### src/message_fragment_reassembly_macros.svh
// ----------------------------------------------------------------------------
// Message fragment reassembly: assertion macros
// Concurrent assertion wrappers shared by the reassembly RTL. They expand to
// nothing in synthesis builds.
// ----------------------------------------------------------------------------
`ifndef MESSAGE_FRAGMENT_REASSEMBLY_MACROS_SVH
`define MESSAGE_FRAGMENT_REASSEMBLY_MACROS_SVH
`ifndef SYNTHESIS
`define MFR_ASSERT(label, clk, rst, prop, msg) \
  label: assert property (@(posedge clk) disable iff (rst) prop) else $error(msg);
`define MFR_ASSERT_ALWAYS(label, clk, prop, msg) \
  label: assert property (@(posedge clk) prop) else $error(msg);
`else
`define MFR_ASSERT(label, clk, rst, prop, msg)
`define MFR_ASSERT_ALWAYS(label, clk, prop, msg)
`endif
`endif

### src/mfr_pkg.sv
// ----------------------------------------------------------------------------
// Message fragment reassembly package
// Beat types, field widths, codes and default sizes shared by the block.
// ----------------------------------------------------------------------------
package mfr_pkg;

  localparam int SLOT_COUNT_DEFAULT        = 8;
  localparam int MAX_MESSAGE_BYTES_DEFAULT = 4096;

  localparam int ID_W    = 16;
  localparam int FRAG_W  = 16;
  localparam int BYTE_W  = 8;
  localparam int RSLOT_W = 3;
  localparam int ROFF_W  = 12;
  localparam int RKIND_W = 2;
  localparam int OSLOT_W = 3;
  localparam int MLEN_W  = 12;

  localparam logic KIND_APPEND = 1'b0;
  localparam logic KIND_READ   = 1'b1;

  localparam logic [RKIND_W-1:0] RES_COMPLETE = 2'd0;
  localparam logic [RKIND_W-1:0] RES_DROPPED  = 2'd1;
  localparam logic [RKIND_W-1:0] RES_READ     = 2'd2;

  typedef struct packed {
    logic              kind;
    logic [ID_W-1:0]   msg_id;
    logic [FRAG_W-1:0] frag_index;
    logic [FRAG_W-1:0] frag_len;
    logic [BYTE_W-1:0] data_byte;
    logic [RSLOT_W-1:0] read_slot;
    logic [ROFF_W-1:0] read_offset;
  } frag_beat_t;

  typedef struct packed {
    logic [RKIND_W-1:0] result_kind;
    logic [OSLOT_W-1:0] slot;
    logic [MLEN_W-1:0]  msg_length;
    logic [BYTE_W-1:0]  read_data;
  } res_beat_t;

  typedef struct packed {
    logic wr;
    logic clear;
    logic claim;
  } tbl_cmd_t;

endpackage

### src/mfr_slot_table.sv
// ----------------------------------------------------------------------------
// Reassembly slot table
// Per-slot active flag, message id and fill level, with a parallel id lookup
// that picks the matching slot, else the first free slot, else slot zero.
// ----------------------------------------------------------------------------
`include "message_fragment_reassembly_macros.svh"

module mfr_slot_table import mfr_pkg::*; #(
  parameter int SLOT_COUNT = SLOT_COUNT_DEFAULT,
  parameter int USED_W     = 13,
  localparam int SW = $clog2(SLOT_COUNT)
) (
  input  logic                  clk,
  input  logic                  rst,
  input  logic [ID_W-1:0]       lookup_id,
  output logic [SW-1:0]         pick_slot,
  output logic [USED_W-1:0]     pick_used,
  input  logic [SW-1:0]         cur_slot,
  output logic [USED_W-1:0]     cur_used,
  output logic [SLOT_COUNT-1:0] active,
  input  tbl_cmd_t              cmd,
  input  logic [SW-1:0]         cmd_slot,
  input  logic [ID_W-1:0]       cmd_id,
  input  logic [USED_W-1:0]     cmd_used
);

  logic [ID_W-1:0]       ids  [SLOT_COUNT];
  logic [USED_W-1:0]     used [SLOT_COUNT];
  logic [SLOT_COUNT-1:0] match;
  logic                  hit;
  logic                  found_free;
  logic [SW-1:0]         hit_idx;
  logic [SW-1:0]         free_idx;

  always_comb begin
    hit        = 1'b0;
    found_free = 1'b0;
    hit_idx    = '0;
    free_idx   = '0;
    pick_used  = '0;
    for (int i = 0; i < SLOT_COUNT; i++) begin
      match[i] = active[i] && (ids[i] == lookup_id);
      if (match[i] && !hit) begin
        hit     = 1'b1;
        hit_idx = SW'(i);
      end
      if (!active[i] && !found_free) begin
        found_free = 1'b1;
        free_idx   = SW'(i);
      end
      if (match[i]) begin
        pick_used = pick_used | used[i];
      end
    end
    if (hit) begin
      pick_slot = hit_idx;
    end else if (found_free) begin
      pick_slot = free_idx;
    end else begin
      pick_slot = '0;
    end
  end

  assign cur_used = used[cur_slot];

  always_ff @(posedge clk) begin
    if (rst) begin
      active <= '0;
      for (int i = 0; i < SLOT_COUNT; i++) begin
        ids[i]  <= '0;
        used[i] <= '0;
      end
    end else if (cmd.wr) begin
      if (cmd.clear) begin
        active[cmd_slot] <= 1'b0;
        ids[cmd_slot]    <= '0;
        used[cmd_slot]   <= '0;
      end else begin
        if (cmd.claim) begin
          active[cmd_slot] <= 1'b1;
          ids[cmd_slot]    <= cmd_id;
        end
        used[cmd_slot] <= cmd_used;
      end
    end
  end

  `MFR_ASSERT(a_unique_id, clk, rst, $onehot0(match), "Two active slots share one message id.")
  `MFR_ASSERT(a_claim_free, clk, rst, (cmd.wr && cmd.claim && !cmd.clear && !hit && found_free) |-> !active[cmd_slot], "A new message was placed in a busy slot.")

endmodule

### config.mk
export PLATFORM = sky130hd
export DESIGN_NAME = mfr_slot_table
export DESIGN_NICKNAME = d
export VERILOG_FILES = /design/src/mfr_pkg.sv /design/src/mfr_slot_table.sv
export VERILOG_INCLUDE_DIRS = /design/src /design/src/src
export SDC_FILE = /design/constraint.sdc
export NUM_CORES = 1
export LEC_CHECK = 0
export BUFFER_PORTS_ARGS = -buffer_cell sky130_fd_sc_hd__clkbuf_2
export CAP_MARGIN = 10
export CORE_AREA = 2 2 153 155
export DETAILED_ROUTE_END_ITERATION = 8
export DIE_AREA = 0 0 155 157
export GPL_TIMING_DRIVEN = 0
export PLACE_DENSITY = 0.67
export SLEW_MARGIN = 40
export SYNTH_ARGS = -nofsm -noshare
export SYNTH_HDL_FRONTEND = slang
export SYNTH_SLANG_ARGS = --single-unit
### constraint.sdc
create_clock -name clk -period 3.2 [get_ports clk]
set_input_delay 0.48 -clock clk [delete_from_list [all_inputs] [get_ports clk]]
set_output_delay 0.48 -clock clk [all_outputs]
set_load 0.02 [all_outputs]
# After elaboration in Yosys (flattened, before gate mapping)
# Memories as Yosys holds them, arrays and structs flattened.
# Cells that the tools add are included.
# classes
magnitude_cmp	2
muxes	67
bitwise	12
n_reduce_logical	47
eq_ne	8
# op_table
op	n
2-to-1 mux 13 bit	10
== test 16 bit	8
bitwise OR 13 bit	7
2-to-1 mux 3 bit	16
2-to-1 mux 1 bit	36
2-to-1 mux 16 bit	2
logical AND 1 bit	23
zero test 1 bit	20
2-to-1 mux 8 bit	2
OR reduction 16 bit	1
OR reduction 13 bit	1
AND 8 bit	1
inverter 8 bit	1
bitwise OR 8 bit	1
less-than comparator 3 x 4 -> 1 bit, second input constant	1
demux 1 bit (select 3 bit)	1
>= comparator 3 x 1 -> 1 bit, second input constant	1
bitwise OR 1 bit	2
AND reduction 2 bit	1
nonzero test 2 bit	1
# word_totals
word_cells	139
in_bits	56
n_memories	2
ram_bits	232
out_inout_bits	37
reg_bits	8
# mem_list
memory	depth	width	rd	rd_clocked_by_memory_dff	wr	line_no	text
ids	8	16	8	0	8	mfr_slot_table.sv:27	logic [ID_W-1:0] ids [SLOT_COUNT];
used	8	13	9	0	8	mfr_slot_table.sv:28	logic [USED_W-1:0] used [SLOT_COUNT];

# Longest topological paths before layout
# Gate-level depths: netlist of run 1.
# An unclocked memory read counts as a cell.
# depth
depth_word	26
mapped_depth	9
depth_no_buf	7

# Worst setup path after synthesis of run 1
# OpenSTA, ideal clock, no wires.
# synth_path
kind	input-to-output
startpoint	input lookup_id[14]
endpoint	output pick_slot[0]
arrival_ps	2205
slack_ps	515
required_ps	2720
stages	8
n_path_buf	1
cell_sequence	buf_6 -> xor2_1 -> nor4_1 -> nand2_1 -> or4_1 -> o21bai_1 -> a21oi_1 -> o22ai_1
# synth_via
elab_chain_len	25
word_cells_on_any_way	46
classes_between	eq/ne: 8; mux: 16; reduce/logical: 22
# synth_lines
element	line_no	text
from (decl)	mfr_slot_table.sv:15	input logic [ID_W-1:0] lookup_id,
== test 16 bit	mfr_slot_table.sv:42	match[i] = active[i] && (ids[i] == lookup_id);
logical AND 1 bit	mfr_slot_table.sv:42	
2-to-1 mux 1 bit	mfr_slot_table.sv:43	if (match[i] && !hit) begin
zero test 1 bit	mfr_slot_table.sv:43	
logical AND 1 bit	mfr_slot_table.sv:43	
2-to-1 mux 1 bit	mfr_slot_table.sv:43	
zero test 1 bit	mfr_slot_table.sv:43	
logical AND 1 bit	mfr_slot_table.sv:43	
[... 9 more ...]	-	
2-to-1 mux 1 bit	mfr_slot_table.sv:43	
zero test 1 bit	mfr_slot_table.sv:43	
logical AND 1 bit	mfr_slot_table.sv:43	
2-to-1 mux 1 bit	mfr_slot_table.sv:43	
zero test 1 bit	mfr_slot_table.sv:43	
logical AND 1 bit	mfr_slot_table.sv:43	
2-to-1 mux 3 bit or 2-to-1 mux 1 bit (tied branches)	mfr_slot_table.sv:43	
2-to-1 mux 3 bit (*)	mfr_slot_table.sv:55	if (hit) begin
to (decl)	mfr_slot_table.sv:16	output logic [SW-1:0] pick_slot,
# Mark *: on every way between the ends. The rest lies on a longest branch, timed or not.

==> flow_summary.yaml, run 1 <==
run_status:
  status: "finished with violations"
  violations: "negative setup slack"
logic_synthesis:
  ys.flop_type: "edfxtp_1"
  synthTopCellsByArea: "edfxtp_1 60%, xor2_1 8.9%, nor2_1 7.7%"
  syn_nets: 985
  synth_compound_area_share_pct: 5.73
  synth_top_family_by_area: "simple AND/OR/NAND/NOR gates"
  syn_area_per_cell_um2: 12.5
  syn_inst: 929
  synth.largest_area_cell: "edfxtp_1"
  yosysTopAreaCellShare_pct: 59.8
  synth_area_um2: 11700
  synth_mux_area_share_pct: 6.28
  async_flop_share_pct: 0
  yosysWarnings: 0
  synth_xor_area_share_pct: 9.69
  ys_seq_area_share_pct: 61.2
  synthAdderAreaFrac_pct: 0
  yosys.cell_count.top_type: "nor2_1"
  yosys.area_share.simple_pct: 14.0
  synth_cell_type_count: 46
  synth_seq_cells: 240
  synth.top_cells.by_count: "239 x nor2_1, 232 x edfxtp_1, 119 x xor2_1"
  synth-edff-count: 232
setup_path:
  critPathMaxStageDelay_ns: 0.38
  path_class: "flip-flop to primary output"
  start_kind: "flip-flop"
  critPathTopFamily: "simple AND/OR/NAND/NOR gates"
  required_ns: 2.72
  path_max_fanout: 3
  end_kind: "primary output"
  cp_data_arrival_time_ns: 2.82
  worst_path_max_delay_cell: "edfxtp_1"
  worst-path-buf-inv: 2
  path_cells: "xor2_1 -> nor4_2 -> nand4_1 -> nor3_4 -> buf_6 -> nor4_1 -> o31a_1 -> nor3_2 -> buf_4"
routing:
  drt-initial-drc-count: 1057
  first_pass_iters: 5
  drc: 0
  wl_met3_um: 3880
  routed_via_density: 6.18
  routed.top_layer: "met4"
  antenna_left: 0
  num_vias: 8333
  wl_um: 34600
  wl_per_cell_um: 25.7
  wl_met1_um: 13600
  wl_met2_um: 16100
placed_design:
  place.gp.congestion: 0.874
  io_buffers: 73
  pre_cts_ws_ns: -0.359
  placedCellCount: 1289
  hpwlAfterDp_um: 22300
clock_tree:
  numCtsBuffers: 25
  numClockSinks: 240
  clk_pin_slew_worst_paths_ns: 0.06
  ctsLongestPathBuffers: 3
  cts_tree: "yes"
  clock_latency_ns: 0.52
  hold_buffers: 0
  htreeDepth: 1
  clockRootBuffer: "clkbuf_16"
flow_run:
  drv_cap: 0
cells_and_area:
  drive_gt1_share_pct: 22.3
  stdcell_count: 1348
  final_nets: 1103
  utilization_pct: 61.0
  area_growth_syn_to_layout_pct: 17.8
  fillers: 1750
timing:
  worst_slack_ns: -0.0963
  period_needed_ns: 3.30
  clock.fmax_mhz: 303
  whs_ns: 0.428
  slew_violations: 0
  finalHoldViolCount: 0
  clock-skew-final_ns: 0
  rsz0062_at_grt: "yes"
  fin_setup_tns_ns: -0.472
  max-slew-margin-rel_pct: 42.7
  worst_pin_slew_ns: 0.859
  finalCritPeriodShare_pct: 103
  setup_violations: 13
global_route:
  grt_pass1_vias: 8141
  grt_overflow: 0
  grt_first_pass_wirelength_um: 50300
  grt_max_degree: 18
  antenna_found_initial: 1
  gr-usage-all-layers_pct: 28.4
floorplanning:
  dieWidth_um: 155
  start_util_pct: 51.8
  die_height_um: 157
  die_area_um2: 24300
  rows: 55
  core_area_um2: 22500
  ios: 93
pwr:
  power_leakage_uw: 0.00477
  power.density_nw_per_um2: 534
  ir_drop_mv: 0.328
min_path:
  hold_path_class: "input port to flip-flop"
-- placed cells by master, fill, tap and decap left out, types with 10 or more instances in the layout --
master / synthesis / routed
nand3_1: 17 / 15
mux2_2: 13 / 13
nand2_1: 42 / 42
buf_6: 10 / 34
clkbuf_2: 0 / 58
mux4_2: 26 / 26
a22oi_1: 26 / 21
a22o_1: 13 / 13
clkbuf_16: 0 / 25
nor3_1: 10 / 10
buf_2: 13 / 10
edfxtp_1: 232 / 232
clkbuf_1: 31 / 32
nor4_1: 25 / 16
buf_4: 5 / 15
xor2_1: 119 / 119
nor2_1: 239 / 239
-- flip-flops by register name (all words and copies together) (netlist names), named ones only --
register and flops:
ids 128, used 104
-- cell type report --
type                    count  area (µm²)  share of cell area, %
repair buffers             91         634                   4.62
plain buffers              60         367                   2.67
inverters                   9        33.8                  0.246
well taps                 285         357                   2.60
diodes                      1        2.50                 0.0182
clock inverters            15         176                   1.29
flip-flops and latches    240        7130                   51.9
multi-input cells         620        4400                   32.0
clock buffers              27         633                   4.61
-- kinds of logic after synthesis --
family | count (synthesis)
buf+inv | 69
xor+xnor | 128
simple gates | 366
mux | 39
compound gates | 87
flops | 240
-- worst register-to-register path, delay by kind of cell (launching register included) --
| kind | cells | cell delay [ns] |
|---|---|---|
| DFF | 1 | 0.50 |
| buffers and inverters | 1 | 0.21 |
| AOI/OAI and AO/OA | 1 | 0.18 |
-- report_power, final --
part / switching, µW / internal (µW) / leakage (µW)
sequential: 102 / 3640 / 0.00230
clock: 1170 / 1740 / 0.000399
combinational: 426 / 246 / 0.00207
-- worst paths after layout --
path,startpoint,slack (ns),end,cells past startpoint
setup / recovery,ids[7][2],-0.1,pick_slot[1],9
hold reg to reg,flip-flop,0.59,flip-flop,2
setup reg to reg,flip-flop,2.23,flip-flop,2
hold / removal,cmd_used[9],0.43,used[7][9],3
-- metrics by stage --
step	total power, µW	instance area (µm²)
2_1_floorplan	4190	11700
3_3_place_gp	4410	12400
3_5_place_dp	4440	12500
4_1_cts	7310	13400
5_1_grt	7500	13700
6_report	7320	13700
-- layer usage --
metal,vias to the layer above,global-route usage [%]
met5,-,0
met2,498,45.3
li1,3604,-
met3,81,6.55
met4,0,8.60
met1,4150,39.2
-- timing repair --
action	in CTS	in global routing
gates resized for setup	16	71
pin swaps	13	19
hold endpoints to repair	0	0
setup buffers	12	4
setup endpoints to repair	16	16
Power figures use the tool's default switching activity.
==> run 2: changes to the inputs <==
Settings changed: PLACE_DENSITY 0.67 to 0.7.
Clock period 3.2 ns to 2.7 ns, I/O delays scaled along.
==> flow_summary.yaml, run 2 (synthesis gave the netlist of run 1 again) <==
floorplanning:
  start_util_pct: 51.8
  dieWidth_um: 155
  ios: 93
  die_height_um: 157
  rows: 55
  core_area_um2: 22500
  die_area_um2: 24300
clock_tree:
  clock_latency_ns: 0.53
  cts_tree: "yes"
  clockRootBuffer: "clkbuf_16"
  numClockSinks: 240
  ctsLongestPathBuffers: 3
  hold_buffers: 0
  clk_pin_slew_worst_paths_ns: 0.06
  htreeDepth: 1
  numCtsBuffers: 25
pwr:
  power.density_nw_per_um2: 620
  power_uw: 8530
  power_leakage_uw: 0.00478
  ir_drop_mv: 0.373
  swShare_pct: 24.0
  pwr-share-comb_pct: 9.4
  seqPwrFrac_pct: 51.9
  pwr-share-clk_pct: 38.7
  p_int_uw: 6490
  switchingPower_uw: 2040
routing:
  routed_via_density: 6.16
  drt-initial-drc-count: 1078
  wl_per_cell_um: 25.7
  num_vias: 8366
  first_pass_iters: 5
  antenna_left: 0
  wl_um: 34800
  drc: 0
global_route:
  antenna_found_initial: 1
  grt_max_degree: 18
  grt_pass1_vias: 8387
  gr-usage-all-layers_pct: 28.9
  grt_overflow: 0
  grt_first_pass_wirelength_um: 50800
cells_and_area:
  seq_area_um2: 7130
  final_nets: 1109
  fillers: 1751
  final_common_cell: "nor2_1"
  top_regs: "ids x128, used x104"
  multiInputGateArea_um2: 4400
  largest_reg_flops: 128
  utilization_pct: 61.2
  area_growth_syn_to_layout_pct: 18.2
  stdcell_count: 1358
  drive_gt1_share_pct: 22.9
  final_cell_mix: "239 x nor2_1, 232 x edfxtp_1, 119 x xor2_1"
  largest-register: "ids"
setup_path:
  worstSetupStartpoint: "ids[7][7]"
  start_kind: "flip-flop"
  r2r_cells: 2
  path_max_fanout: 3
  path_class: "flip-flop to primary output"
  end_kind: "primary output"
  required_ns: 2.30
  worstSetupEndpoint: "pick_slot[1]"
  cp_data_arrival_time_ns: 2.72
  rrSetupSlack_ns: 1.78
placed_design:
  place.gp.congestion: 0.887
  io_buffers: 73
  hpwlAfterDp_um: 22600
  placedCellCount: 1290
timing:
  rsz0062_at_grt: "yes"
  clock-skew-final_ns: 0
  worst_pin_slew_ns: 0.918
  worst_slack_ns: -0.420
  slew_violations: 0
  max-slew-margin-rel_pct: 38.8
  period_needed_ns: 3.12
  clock.fmax_mhz: 321
  fin_setup_tns_ns: -5.29
  setup_violations: 16
  finalHoldViolCount: 0
  finalCritPeriodShare_pct: 116
min_path:
  hold_path_class: "input port to flip-flop"
run_status:
  violations: "negative setup slack"
  status: "finished with violations"
flow_run:
  drv_cap: 0
## run 2: worst min path at each step
stage                      start           to  slack, ns  cells past startpoint
floorplan              flip-flop    flip-flop       0.61                      2
global placement       flip-flop    flip-flop       0.56                      2
detailed placement     flip-flop    flip-flop       0.57                      2
CTS                 cmd_used[10]  used[5][10]       0.35                      3
global route        cmd_used[10]  used[5][10]       0.40                      3
finish               cmd_used[2]   used[4][2]       0.35                      3
## run 2: layer usage
metal | GRT usage [%] | wire (µm)
met5 | 0 | 0
met4 | 13.9 | 1350
met3 | 5.78 | 3830
met2 | 46.5 | 16600
met1 | 38.0 | 13100
## run 2: metrics by stage
step | area [µm²] | hold WS (ns) | setup WS, ns
floorplan | 11700 | 0.613 | 0.165
global placement | 12400 | 0.564 | -0.658
detailed placement | 12500 | 0.573 | -0.640
CTS | 13500 | 0.351 | -0.451
global route | 13800 | 0.396 | -0.524
finish | 13800 | 0.354 | -0.420
## run 2: worst max-delay path, cell delays in order (launching register included)
cell and delay (ns):
edfxtp_1 0.39, xor2_1 0.16, nor4_2 0.31, nand4_1 0.24, nor3_4 0.27, buf_6 0.16
nor4_2 0.05, o31a_1 0.26, nor3_2 0.18, buf_4 0.17
## run 2: power groups by stage
stage	Combinational (µW)	Sequential, µW	Clock, µW
floorplan	504	4460	0
global placement	738	4490	0
detailed placement	763	4500	0
CTS	782	4420	3290
global route	847	4450	3440
finish	799	4430	3300
## run 2: timing repair
item	CTS	global route
gates resized for setup	44	40
setup buffers	12	9
endpoints found under the setup margin	29	16
pin swaps	14	18
## run 2: cell type report
cell class                 instances  area share, %
inverter                           9          0.245
timing repair buffer              97           5.13
clock buffer                      37           5.09
tap                              285           2.59
buffer                            60           2.68
multi-input combinational        620           32.0
clock inverter                     9          0.500
sequential                       240           51.8
antenna                            1         0.0182
